**config.mk**
```make
export PLATFORM = sky130hd
export DESIGN_NAME = calendar_date_stepper
export DESIGN_NICKNAME = d
export VERILOG_FILES = /design/src/cds_pkg.sv /design/src/calendar_date_stepper.sv
export SDC_FILE = /design/constraint.sdc
export NUM_CORES = 1
export LEC_CHECK = 0
export BUFFER_PORTS_ARGS = -buffer_cell sky130_fd_sc_hd__buf_2
export CORE_AREA = 10 10 146 148
export CTS_BUF_LIST = sky130_fd_sc_hd__clkbuf_16
export CTS_CLUSTER_SIZE = 16
export DETAILED_ROUTE_END_ITERATION = 6
export DIE_AREA = 0 0 156 158
export PLACE_DENSITY = 0.79
export SYNTH_ARGS = -nofsm -noshare
export SYNTH_HDL_FRONTEND = slang
export SYNTH_SLANG_ARGS = --single-unit
```
**constraint.sdc**
```tcl
create_clock -name clk_i -period 4.7 [get_ports clk_i]
set_clock_uncertainty 0.1 [all_clocks]
set_input_delay 0.47 -clock clk_i [delete_from_list [all_inputs] [get_ports clk_i]]
set_output_delay 0.47 -clock clk_i [all_outputs]
set_load 0.05 [all_outputs]
```
**src/cds_pkg.sv**
```systemverilog
package cds_pkg;

  localparam int unsigned ModeW  = 2;
  localparam int unsigned DayW   = 5;
  localparam int unsigned MonthW = 4;
  localparam int unsigned YearW  = 14;
  localparam int unsigned R4W    = 2;
  localparam int unsigned R100W  = 7;
  localparam int unsigned R400W  = 9;

  localparam logic [ModeW-1:0] ModeLoad = 2'd0;
  localparam logic [ModeW-1:0] ModeAdd  = 2'd1;
  localparam logic [ModeW-1:0] ModeBack = 2'd2;

  localparam logic [MonthW-1:0] MonthsPerYear = 4'd12;
  localparam logic [DayW-1:0]   LeapFebDays   = 5'd29;
  localparam logic [DayW-1:0]   DecemberDays  = 5'd31;
  localparam logic [R100W-1:0]  CenturyLast   = 7'd99;
  localparam logic [R400W-1:0]  QuadCentLast  = 9'd399;
  localparam logic [YearW-1:0]  YearsPerCent  = 14'd100;
  localparam logic [YearW-1:0]  YearsPerQuad  = 14'd400;

  localparam logic [DayW-1:0] MonthLen [12] = '{
    5'd31, 5'd28, 5'd31, 5'd30, 5'd31, 5'd30,
    5'd31, 5'd31, 5'd30, 5'd31, 5'd30, 5'd31
  };

  // Gregorian rule from the remainders of the year by 4, 100 and 400.
  function automatic logic is_leap(logic [R4W-1:0] r4, logic [R100W-1:0] r100,
                                   logic [R400W-1:0] r400);
    return (r4 == '0) && ((r100 != '0) || (r400 == '0));
  endfunction

  // Month length; a month outside 1..12 reads as January.
  function automatic logic [DayW-1:0] days_in(logic [MonthW-1:0] month, logic leap);
    logic [3:0] idx;
    idx = (month >= 4'd1 && month <= MonthsPerYear) ? month - 4'd1 : 4'd0;
    if (idx == 4'd1 && leap) begin
      return LeapFebDays;
    end
    return MonthLen[idx];
  endfunction

endpackage

```
**src/calendar_date_stepper.sv**
```systemverilog
// Channel   Direction  Handshake                 Payload
// in        input      in_valid_i / in_ready_o   mode_i, load_day_i, load_month_i,
//                                                load_year_i, add_days_i
// out       output     out_valid_o / out_ready_i date_day_o, date_month_o, date_year_o,
//                                                leap_flag_o, overflow_flag_o
//
// Each item gives exactly one result item. A step back or an unused mode goes from the idle
// state straight to the finish state. A load runs the shared subtractor, which reduces the year
// by 400 and then by 100, one subtraction per cycle, and then checks the date. An add steps
// through the months in the add state, one month boundary at a time, until the days run out.
// Reset holds 1 January of year 1. The input is not ready while an item is in progress;
// a finished result waits in the output register while the next item is taken, and an
// item stalls in its last cycle while the previous result has not yet been taken.
module calendar_date_stepper #(
  parameter int unsigned ADD_WIDTH  = 16,
  parameter int unsigned YEAR_LIMIT = 9999
) (
  input  logic                          clk_i,
  input  logic                          rst_ni,
  input  logic                          in_valid_i,
  output logic                          in_ready_o,
  input  logic [cds_pkg::ModeW-1:0]     mode_i,
  input  logic [cds_pkg::DayW-1:0]      load_day_i,
  input  logic [cds_pkg::MonthW-1:0]    load_month_i,
  input  logic [cds_pkg::YearW-1:0]     load_year_i,
  input  logic [ADD_WIDTH-1:0]          add_days_i,
  output logic                          out_valid_o,
  input  logic                          out_ready_i,
  output logic [cds_pkg::DayW-1:0]      date_day_o,
  output logic [cds_pkg::MonthW-1:0]    date_month_o,
  output logic [cds_pkg::YearW-1:0]     date_year_o,
  output logic                          leap_flag_o,
  output logic                          overflow_flag_o
);
  import cds_pkg::*;

  // The working counter holds the held day plus the full add count.
  localparam int unsigned CntW  = ADD_WIDTH + 1;
  // One extra bit so that the year just past the limit can be seen.
  localparam int unsigned WYearW = YearW + 1;
  localparam logic [32:0] AddLimit = 33'((YEAR_LIMIT + 1) * 366);
  localparam logic [WYearW-1:0] YearMax = WYearW'(YEAR_LIMIT);

  localparam logic [2:0] StIdle   = 3'd0;
  localparam logic [2:0] StRem400 = 3'd1;
  localparam logic [2:0] StRem100 = 3'd2;
  localparam logic [2:0] StCheck  = 3'd3;
  localparam logic [2:0] StAdd    = 3'd4;
  localparam logic [2:0] StFinish = 3'd5;

  logic [2:0] state_q, state_d;

  // The committed date and the remainders of its year.
  logic [DayW-1:0]   held_day_q, held_day_d;
  logic [MonthW-1:0] held_month_q, held_month_d;
  logic [YearW-1:0]  held_year_q, held_year_d;
  logic [R4W-1:0]    held_r4_q, held_r4_d;
  logic [R100W-1:0]  held_r100_q, held_r100_d;
  logic [R400W-1:0]  held_r400_q, held_r400_d;

  // The date being worked on for the current item.
  logic [DayW-1:0]   w_day_q, w_day_d;
  logic [MonthW-1:0] w_month_q, w_month_d;
  logic [WYearW-1:0] w_year_q, w_year_d;
  logic [R4W-1:0]    w_r4_q, w_r4_d;
  logic [R100W-1:0]  w_r100_q, w_r100_d;
  logic [R400W-1:0]  w_r400_q, w_r400_d;
  logic [CntW-1:0]   w_cnt_q, w_cnt_d;
  logic [YearW-1:0]  w_rem_q, w_rem_d;
  logic              w_ovf_q, w_ovf_d;

  logic              out_valid_q, out_valid_d;
  logic [DayW-1:0]   out_day_q, out_day_d;
  logic [MonthW-1:0] out_month_q, out_month_d;
  logic [YearW-1:0]  out_year_q, out_year_d;
  logic              out_leap_q, out_leap_d;
  logic              out_ovf_q, out_ovf_d;

  logic              accept;
  logic              w_leap;
  logic              held_leap;
  logic [DayW-1:0]   w_dim;
  logic [YearW-1:0]  rem_sub;
  logic [YearW-1:0]  rem_step;
  logic              rem_ge;
  logic              load_bad;

  assign in_ready_o = (state_q == StIdle);
  assign accept     = in_valid_i && in_ready_o;

  assign w_leap    = is_leap(w_r4_q, w_r100_q, w_r400_q);
  assign held_leap = is_leap(held_r4_q, held_r100_q, held_r400_q);
  assign w_dim     = days_in(w_month_q, w_leap);

  // The shared subtractor reduces the loaded year to its remainders.
  assign rem_step = (state_q == StRem400) ? YearsPerQuad : YearsPerCent;
  assign rem_ge   = (w_rem_q >= rem_step);
  assign rem_sub  = w_rem_q - rem_step;

  assign load_bad = (w_year_q == '0) || (w_year_q > YearMax) ||
                    (w_month_q == '0) || (w_month_q > MonthsPerYear) ||
                    (w_day_q == '0) || (w_day_q > w_dim);

  always_comb begin
    state_d      = state_q;
    held_day_d   = held_day_q;
    held_month_d = held_month_q;
    held_year_d  = held_year_q;
    held_r4_d    = held_r4_q;
    held_r100_d  = held_r100_q;
    held_r400_d  = held_r400_q;
    w_day_d      = w_day_q;
    w_month_d    = w_month_q;
    w_year_d     = w_year_q;
    w_r4_d       = w_r4_q;
    w_r100_d     = w_r100_q;
    w_r400_d     = w_r400_q;
    w_cnt_d      = w_cnt_q;
    w_rem_d      = w_rem_q;
    w_ovf_d      = w_ovf_q;
    out_valid_d  = out_valid_q && !out_ready_i;
    out_day_d    = out_day_q;
    out_month_d  = out_month_q;
    out_year_d   = out_year_q;
    out_leap_d   = out_leap_q;
    out_ovf_d    = out_ovf_q;

    case (state_q)
      StIdle: begin
        if (accept) begin
          // Start from the held date; each mode then changes what it needs.
          w_day_d   = held_day_q;
          w_month_d = held_month_q;
          w_year_d  = WYearW'(held_year_q);
          w_r4_d    = held_r4_q;
          w_r100_d  = held_r100_q;
          w_r400_d  = held_r400_q;
          w_ovf_d   = 1'b0;
          state_d   = StFinish;
          case (mode_i)
            ModeLoad: begin
              w_day_d   = load_day_i;
              w_month_d = load_month_i;
              w_year_d  = WYearW'(load_year_i);
              w_rem_d   = load_year_i;
              state_d   = StRem400;
            end
            ModeAdd: begin
              if (33'(add_days_i) > AddLimit) begin
                w_ovf_d = 1'b1;
              end else begin
                w_cnt_d = CntW'(held_day_q) + CntW'(add_days_i);
                state_d = StAdd;
              end
            end
            ModeBack: begin
              if (held_day_q > 5'd1) begin
                w_day_d = held_day_q - 5'd1;
              end else if (held_month_q > 4'd1) begin
                w_month_d = held_month_q - 4'd1;
                w_day_d   = days_in(held_month_q - 4'd1, held_leap);
              end else if (held_year_q > 14'd1) begin
                w_year_d  = WYearW'(held_year_q) - 15'd1;
                w_r4_d    = held_r4_q - 2'd1;
                w_r100_d  = (held_r100_q == '0) ? CenturyLast : held_r100_q - 7'd1;
                w_r400_d  = (held_r400_q == '0) ? QuadCentLast : held_r400_q - 9'd1;
                w_month_d = MonthsPerYear;
                w_day_d   = DecemberDays;
              end else begin
                w_ovf_d = 1'b1;
              end
            end
            default: begin
            end
          endcase
        end
      end
      StRem400: begin
        if (rem_ge) begin
          w_rem_d = rem_sub;
        end else begin
          w_r400_d = w_rem_q[R400W-1:0];
          state_d  = StRem100;
        end
      end
      StRem100: begin
        if (rem_ge) begin
          w_rem_d = rem_sub;
        end else begin
          w_r100_d = w_rem_q[R100W-1:0];
          w_r4_d   = w_year_q[R4W-1:0];
          state_d  = StCheck;
        end
      end
      StCheck: begin
        w_ovf_d = load_bad;
        state_d = StFinish;
      end
      StAdd: begin
        // One month boundary per cycle.
        if (w_cnt_q > CntW'(w_dim)) begin
          w_cnt_d = w_cnt_q - CntW'(w_dim);
          if (w_month_q == MonthsPerYear) begin
            w_month_d = 4'd1;
            w_year_d  = w_year_q + 15'd1;
            w_r4_d    = w_r4_q + 2'd1;
            w_r100_d  = (w_r100_q >= CenturyLast) ? '0 : w_r100_q + 7'd1;
            w_r400_d  = (w_r400_q >= QuadCentLast) ? '0 : w_r400_q + 9'd1;
            if (w_year_q + 15'd1 > YearMax) begin
              w_ovf_d = 1'b1;
              state_d = StFinish;
            end
          end else begin
            w_month_d = w_month_q + 4'd1;
          end
        end else begin
          w_day_d = w_cnt_q[DayW-1:0];
          state_d = StFinish;
        end
      end
      StFinish: begin
        // A refused step keeps the held date and reports it unchanged.
        if (!out_valid_q || out_ready_i) begin
          out_valid_d = 1'b1;
          out_ovf_d   = w_ovf_q;
          if (w_ovf_q) begin
            out_day_d   = held_day_q;
            out_month_d = held_month_q;
            out_year_d  = held_year_q;
            out_leap_d  = held_leap;
          end else begin
            held_day_d   = w_day_q;
            held_month_d = w_month_q;
            held_year_d  = w_year_q[YearW-1:0];
            held_r4_d    = w_r4_q;
            held_r100_d  = w_r100_q;
            held_r400_d  = w_r400_q;
            out_day_d    = w_day_q;
            out_month_d  = w_month_q;
            out_year_d   = w_year_q[YearW-1:0];
            out_leap_d   = w_leap;
          end
          state_d = StIdle;
        end
      end
      default: begin
        state_d = StIdle;
      end
    endcase
  end

  always_ff @(posedge clk_i or negedge rst_ni) begin
    if (!rst_ni) begin
      state_q      <= StIdle;
      held_day_q   <= 5'd1;
      held_month_q <= 4'd1;
      held_year_q  <= 14'd1;
      held_r4_q    <= 2'd1;
      held_r100_q  <= 7'd1;
      held_r400_q  <= 9'd1;
      out_valid_q  <= 1'b0;
    end else begin
      state_q      <= state_d;
      held_day_q   <= held_day_d;
      held_month_q <= held_month_d;
      held_year_q  <= held_year_d;
      held_r4_q    <= held_r4_d;
      held_r100_q  <= held_r100_d;
      held_r400_q  <= held_r400_d;
      out_valid_q  <= out_valid_d;
    end
  end

  always_ff @(posedge clk_i) begin
    w_day_q     <= w_day_d;
    w_month_q   <= w_month_d;
    w_year_q    <= w_year_d;
    w_r4_q      <= w_r4_d;
    w_r100_q    <= w_r100_d;
    w_r400_q    <= w_r400_d;
    w_cnt_q     <= w_cnt_d;
    w_rem_q     <= w_rem_d;
    w_ovf_q     <= w_ovf_d;
    out_day_q   <= out_day_d;
    out_month_q <= out_month_d;
    out_year_q  <= out_year_d;
    out_leap_q  <= out_leap_d;
    out_ovf_q   <= out_ovf_d;
  end

  assign out_valid_o     = out_valid_q;
  assign date_day_o      = out_day_q;
  assign date_month_o    = out_month_q;
  assign date_year_o     = out_year_q;
  assign leap_flag_o     = out_leap_q;
  assign overflow_flag_o = out_ovf_q;

endmodule
```
==> results of run 1 <==
## area by class of cell
type / count / share of cell area
clock inverters: 15 / 0.0196
multi-input cells: 793 / 0.486
repair buffers: 85 / 0.0414
flip-flops and latches: 144 / 0.370
clock buffers: 17 / 0.0383
inverters: 57 / 0.0193
well taps: 234 / 0.0263
## state kept, by name, summed over array words and instances (netlist names), 9 cells and up
name,count
w_cnt_q,17
w_year_q,15
date_year_o,14
held_year_q,14
w_rem_q,14
held_r400_q,9
w_r400_q,9
## path summary, 6_finish.rpt
path | slack [ps] | endpoint | startpoint
setup / recovery | 630 | w_cnt_q[12] | w_r100_q[3]
hold / removal | 20 | held_r400_q[5] | rst_ni
setup reg to reg | 630 | w_cnt_q[12] | w_r100_q[3]
hold reg to reg | 410 | held_r4_q[1] | w_r4_q[1]
max in group asynchronous | 4030 | held_month_q[3] | rst_ni
min in group clk_i | 290 | w_rem_q[0] | load_year_i[0]
## worst register-to-register path: stages, from the launching register on
cell and delay, ps:
edfxtp_1 470, nor3_1 310, nand3_1 120, o21ai_0 450, nor2_1 80, nor4_1 240
a21oi_1 100, ha_1 240, nor2b_1 170, o2111ai_1 260, o2111ai_1 460, nand2_1 150
and2_1 220, a21oi_1 130, buf_4 270
## logic make-up after synthesis
family | Yosys count | share of synthesized area
AND/OR/NAND/NOR | 357 | 0.184
adder cells (fa/ha/maj) | 44 | 0.0570
multiplexers | 61 | 0.0679
XOR/XNOR | 60 | 0.0529
buffers and inverters | 113 | 0.0435
flip-flops | 144 | 0.414
AO/OA/AOI/OAI | 271 | 0.181
## layout by cell type, fill, tap and decap left out, drive strengths merged, types with 13 or more instances in the layout
cell    count
o21ai      68
and3       13
clkbuf     17
mux2       51
nand2      78
edfxtp     99
o211ai     13
nand4      14
xnor2      34
a21oi      59
nand3      40
or4        13
inv        60
a211oi     15
nor3       34
xor2       26
nor2       85
ha         42
dfrtp      39
buf        85
nor4       23
a31oi      17
## per-layer routing
| metal | routed length (um) | global-route usage | vias to the layer above | part of all wire |
|---|---|---|---|---|
| met5 | 0 | 0 | - | 0 |
| met4 | 1130 | 0.105 | 0 | 0.041 |
| met3 | 2590 | 0.0529 | 87 | 0.095 |
| met2 | 12300 | 0.348 | 472 | 0.45 |
| met1 | 11100 | 0.274 | 4162 | 0.41 |
| li1 | - | - | 4061 | - |
## power by group
group	switching, mW	internal (mW)	leakage, nW	total (mW)
sequential	0.832	2.30	1.48	3.13
clock	0.551	0.940	0.312	1.49
combinational	2.67	1.63	2.47	4.30
==> results.toml, run 1 <==
[cts]
cts_setup_buffers = 0
tritoncts = "done"
cts_buffers = 17
cts_hold_buf = 0
cts.sinks = 144
cts_root_buf = "clkbuf_16"
cts_resized = 0
clk_pin_slew_ps = 60
clk_latency_ps = 430
cts_max_level = 4
clk_path_buf_depth = 2

[drt]
drtIter0Drc = 947
route.detailed.drc = 0
drt_first_pass_iters = 6
ant_nets = 0
vias_per_cell = 6.53
wl_um = 27100
vias = 8782
wl_per_cell_um = 20.2

[min_path]
hold_path_class = "in2async"

[yosys]
syn_area_sq_mm = 0.00993
async_flop_share = 0.313
yosys-top-cells-count = "edfxtp_1, nor2_1, nand2_1, a21oi_1, inv_1"
ys_seq_elements = 144
synthTopCellsByArea = "edfxtp_1, dfrtp_1, ha_1"
syn_nets = 1139
yosysWarnings = 0
ys_seq_area_frac = 0.414
synth_edf_count = 99
synth.distinct_cells = 79
netlist.area_leader.share = 0.299
syn_inst = 1050
syn_avg_cell_area_sq_um = 9.45
synth.most_common_cell = "edfxtp_1"
synth_top_area_cell = "edfxtp_1"
ys.flop_type = "edfxtp_1"

[worst_setup_path]
max_stage_delay_ps = 470
crit_cells = 14
ff2ff_path_depth = 14
path_class = "reg2reg"
cpLargestDelayFamily = "compound AO/OA/AOI/OAI gates"
cp-start-kind = "flop"
crit_required_ps = 4720
cp_data_arrival_time_ps = 4090
end_kind = "flop"
crit_path_max_fanout = 17
cpMaxStageDelayCell = "edfxtp_1"
cp_cell_sequence = "nor3_1 > nand3_1 > o21ai_0 > nor2_1 > nor4_1 > a21oi_1 > ha_1 > nor2b_1 > o2111ai_1 > o2111ai_1 > nand2_1 > and2_1 > a21oi_1 > buf_4"
crit_buf_inv = 1

[sta]
period_minus_slack_ps = 4070
drv_slew = 0
rsz0062_at_grt = "no"
min_period_over_period = 0.866
worst_pin_slew_ps = 1160
setup_violations = 0
maxSlewHeadroom = 0.222
timing.hold.ws_ps = 22.9
hold_violations = 0
achievable-frequency_mhz = 246
fin_setup_tns_ps = 0
setup_slack_ps = 631

[place]
place_inst = 1313
placed_cell_area_sq_mm = 0.0105
portBuffers = 71
gp_congestion = 0.980
dp_hpwl_um = 19800
pre_cts_slack_ps = 755

[die]
die_w_um = 156
coreArea_sq_mm = 0.0185
dieArea_sq_mm = 0.0246
ios = 72
fp.dieH_um = 158
start_util = 0.538
rows = 50

[global_routing]
antenna_found_initial = 0
grt_pass1_vias = 8353
track_usage = 0.219
grt_pass1_wl_um = 43000
grt_max_degree = 46
grt_remaining_overflow = 0

[cells_and_area]
regArea_sq_mm = 0.00411
area_growth_pct = 11.9
multi_input_area_sq_mm = 0.00540
drive_gt1_frac = 0.143
final_cell_count_no_fill = 1345
diodes = 0
final_core_util = 0.602
nFillCells = 1526
nNetsFinal = 1187
fin_area_sq_mm = 0.0111

[run_status]
status = "finished, final reports clean"

[power_and_ir_drop]
p_leak_nw = 4.25
power_density_mw_per_mm2 = 803
p_total_mw = 8.92
ir_drop_uv = 385

[run]
maxCapViolations = 0
(Power assumes the default switching activity.)
==> run 2: changes to the inputs <==
BUFFER_PORTS_ARGS = unset   (was -buffer_cell sky130_fd_sc_hd__buf_2)
DONT_BUFFER_PORTS = 1   (was unset)
PLACE_DENSITY = 0.75   (was 0.79)
==> run 2 against run 1 <==
Net effect:
- first-iteration DRC count is 7.1% higher
- count of clock-buffer cells in the layout stayed put
- global-route usage is 0.18 points higher
- final area is 3.7% lower
- combinational power is 9.5% lower
==> results.toml, run 2 (synthesis gave the netlist of run 1 again) <==
[run_status]
status = "finished, final reports clean"

[place]
pre_cts_slack_ps = 714
portBuffers = 0
dp_hpwl_um = 19900
gp_congestion = 0.987

[sta]
fin_setup_tns_ps = 0
setup_slack_ps = 567
period_minus_slack_ps = 4130
setup_violations = 0
hold_violations = 0
rsz0062_at_grt = "no"
achievable-frequency_mhz = 242
drv_slew = 0
min_period_over_period = 0.879
maxSlewHeadroom = 0.262
worst_pin_slew_ps = 1100

[drt]
drt_first_pass_iters = 6
ant_nets = 0
vias_per_cell = 6.49
vias = 8279
route.detailed.drc = 0
wl_um = 26800
wl_per_cell_um = 21.1
drtIter0Drc = 1014

[global_routing]
grt_pass1_vias = 7937
track_usage = 0.220
antenna_found_initial = 3
grt_remaining_overflow = 0
grt_pass1_wl_um = 43200
grt_max_degree = 46

[power_and_ir_drop]
ir_drop_uv = 382
pwr-share-seq = 0.400
sw_frac_of_total = 0.466
intPower_mw = 4.59
clkPwrFrac = 0.148
switchingPower_mw = 4.00
power_density_mw_per_mm2 = 804
power_frac_comb = 0.452
p_leak_nw = 3.93

[cts]
cts.sinks = 144
cts_root_buf = "clkbuf_16"
clk_latency_ps = 440
clk_path_buf_depth = 2
tritoncts = "done"
cts_buffers = 17
cts_max_level = 4
clk_pin_slew_ps = 70

[cells_and_area]
layout_common_cells = "edfxtp_1, nor2_1, nand2_1, a21oi_1, inv_1"
nNetsFinal = 1117
final_common_cell = "edfxtp_1"
drive_gt1_frac = 0.0845
diodes = 0
largest-register = "w_cnt_q"
area_growth_pct = 7.78
largest_register_ffs = 17
reg_top3 = "w_cnt_q x17, w_year_q x15"

[die]
coreArea_sq_mm = 0.0185
dieArea_sq_mm = 0.0246
die_w_um = 156
start_util = 0.538
fp.dieH_um = 158
ios = 72
rows = 50

[worst_setup_path]
crit_path_max_fanout = 17
cp_data_arrival_time_ps = 4150
end_kind = "flop"
crit_required_ps = 4710
path_class = "reg2reg"
cp-start-kind = "flop"

[min_path]
hold_path_class = "in2reg"

[run]
maxCapViolations = 0
-- run 2: critical path: stages (launching register included) --
cell       delay, ps
edfxtp_1         490
nor3_1           290
nand3_1          110
o21ai_0          460
nor2_1            90
nor4_1           240
a21oi_1          100
ha_1             240
nor2b_1          190
o2111ai_1        260
o2111ai_1        440
nand2_1          160
and2_1           230
a21oi_1          140
buf_4            270
-- run 2: timing repair --
item,4_1_cts,5_1_grt
buffers inserted,0,0
gates resized for setup,0,0
hold endpoints to repair,45,0
hold buffers,2,0
-- run 2: path summary, 6_finish.rpt --
| check | startpoint | endpoint | depth (start not counted) | slack (ps) |
|---|---|---|---|---|
| worst max-delay path | w_r100_q[2] | w_cnt_q[13] | 14 | 570 |
| worst min-delay path | load_year_i[1] | w_rem_q[1] | 1 | 130 |
| worst max register to register | w_r100_q[2] | w_cnt_q[13] | 14 | 570 |
| worst min register to register | w_r4_q[1] | held_r4_q[1] | 2 | 420 |
| max in group asynchronous | rst_ni | held_day_q[0] | 2 | 3730 |
| min in group asynchronous | rst_ni | state_q[1] | 2 | 480 |
-- run 2: stage by stage --
stage	utilization	hold WS (ps)	power, mW	area [sq um]	cells
floorplan	-	74.4	6.15	9930	1050
global placement	0.548	77.6	7.12	10100	1241
detailed placement	0.548	78.0	7.23	10100	1241
CTS	0.580	126	8.55	10700	1275
global route	0.580	134	9.23	10700	1275
finish	0.580	134	8.60	10700	1275
-- run 2: area by class of cell --
cell class | count | area [sq um]
well taps | 234 | 293
repair buffers | 15 | 135
inverters | 57 | 214
clock buffers | 17 | 425
multi-input cells | 793 | 5400
fillers | 1573 | 7760
clock inverters | 15 | 124
flip-flops and latches | 144 | 4110
-- run 2: power groups by stage --
| stage | registers (mW) | logic (mW) | clock network, mW |
|---|---|---|---|
| finish | 3.44 | 3.89 | 1.27 |
| global placement | 3.41 | 3.72 | 0 |
| global route | 3.54 | 4.35 | 1.34 |
| detailed placement | 3.43 | 3.80 | 0 |
| CTS | 3.42 | 3.85 | 1.28 |
| floorplan | 3.02 | 3.12 | 0 |
-- run 2: routing by layer --
metal  share of wire  vias to the layer above  routed length [um]  global-route usage
li1                -                     3914                   -                   -
met1            0.41                     3863               11000               0.282
met2            0.45                      422               12100               0.339
met3           0.097                       76                2610              0.0567
met4           0.043                        4                1170               0.114
met5          0.0012                        -                  33                   0
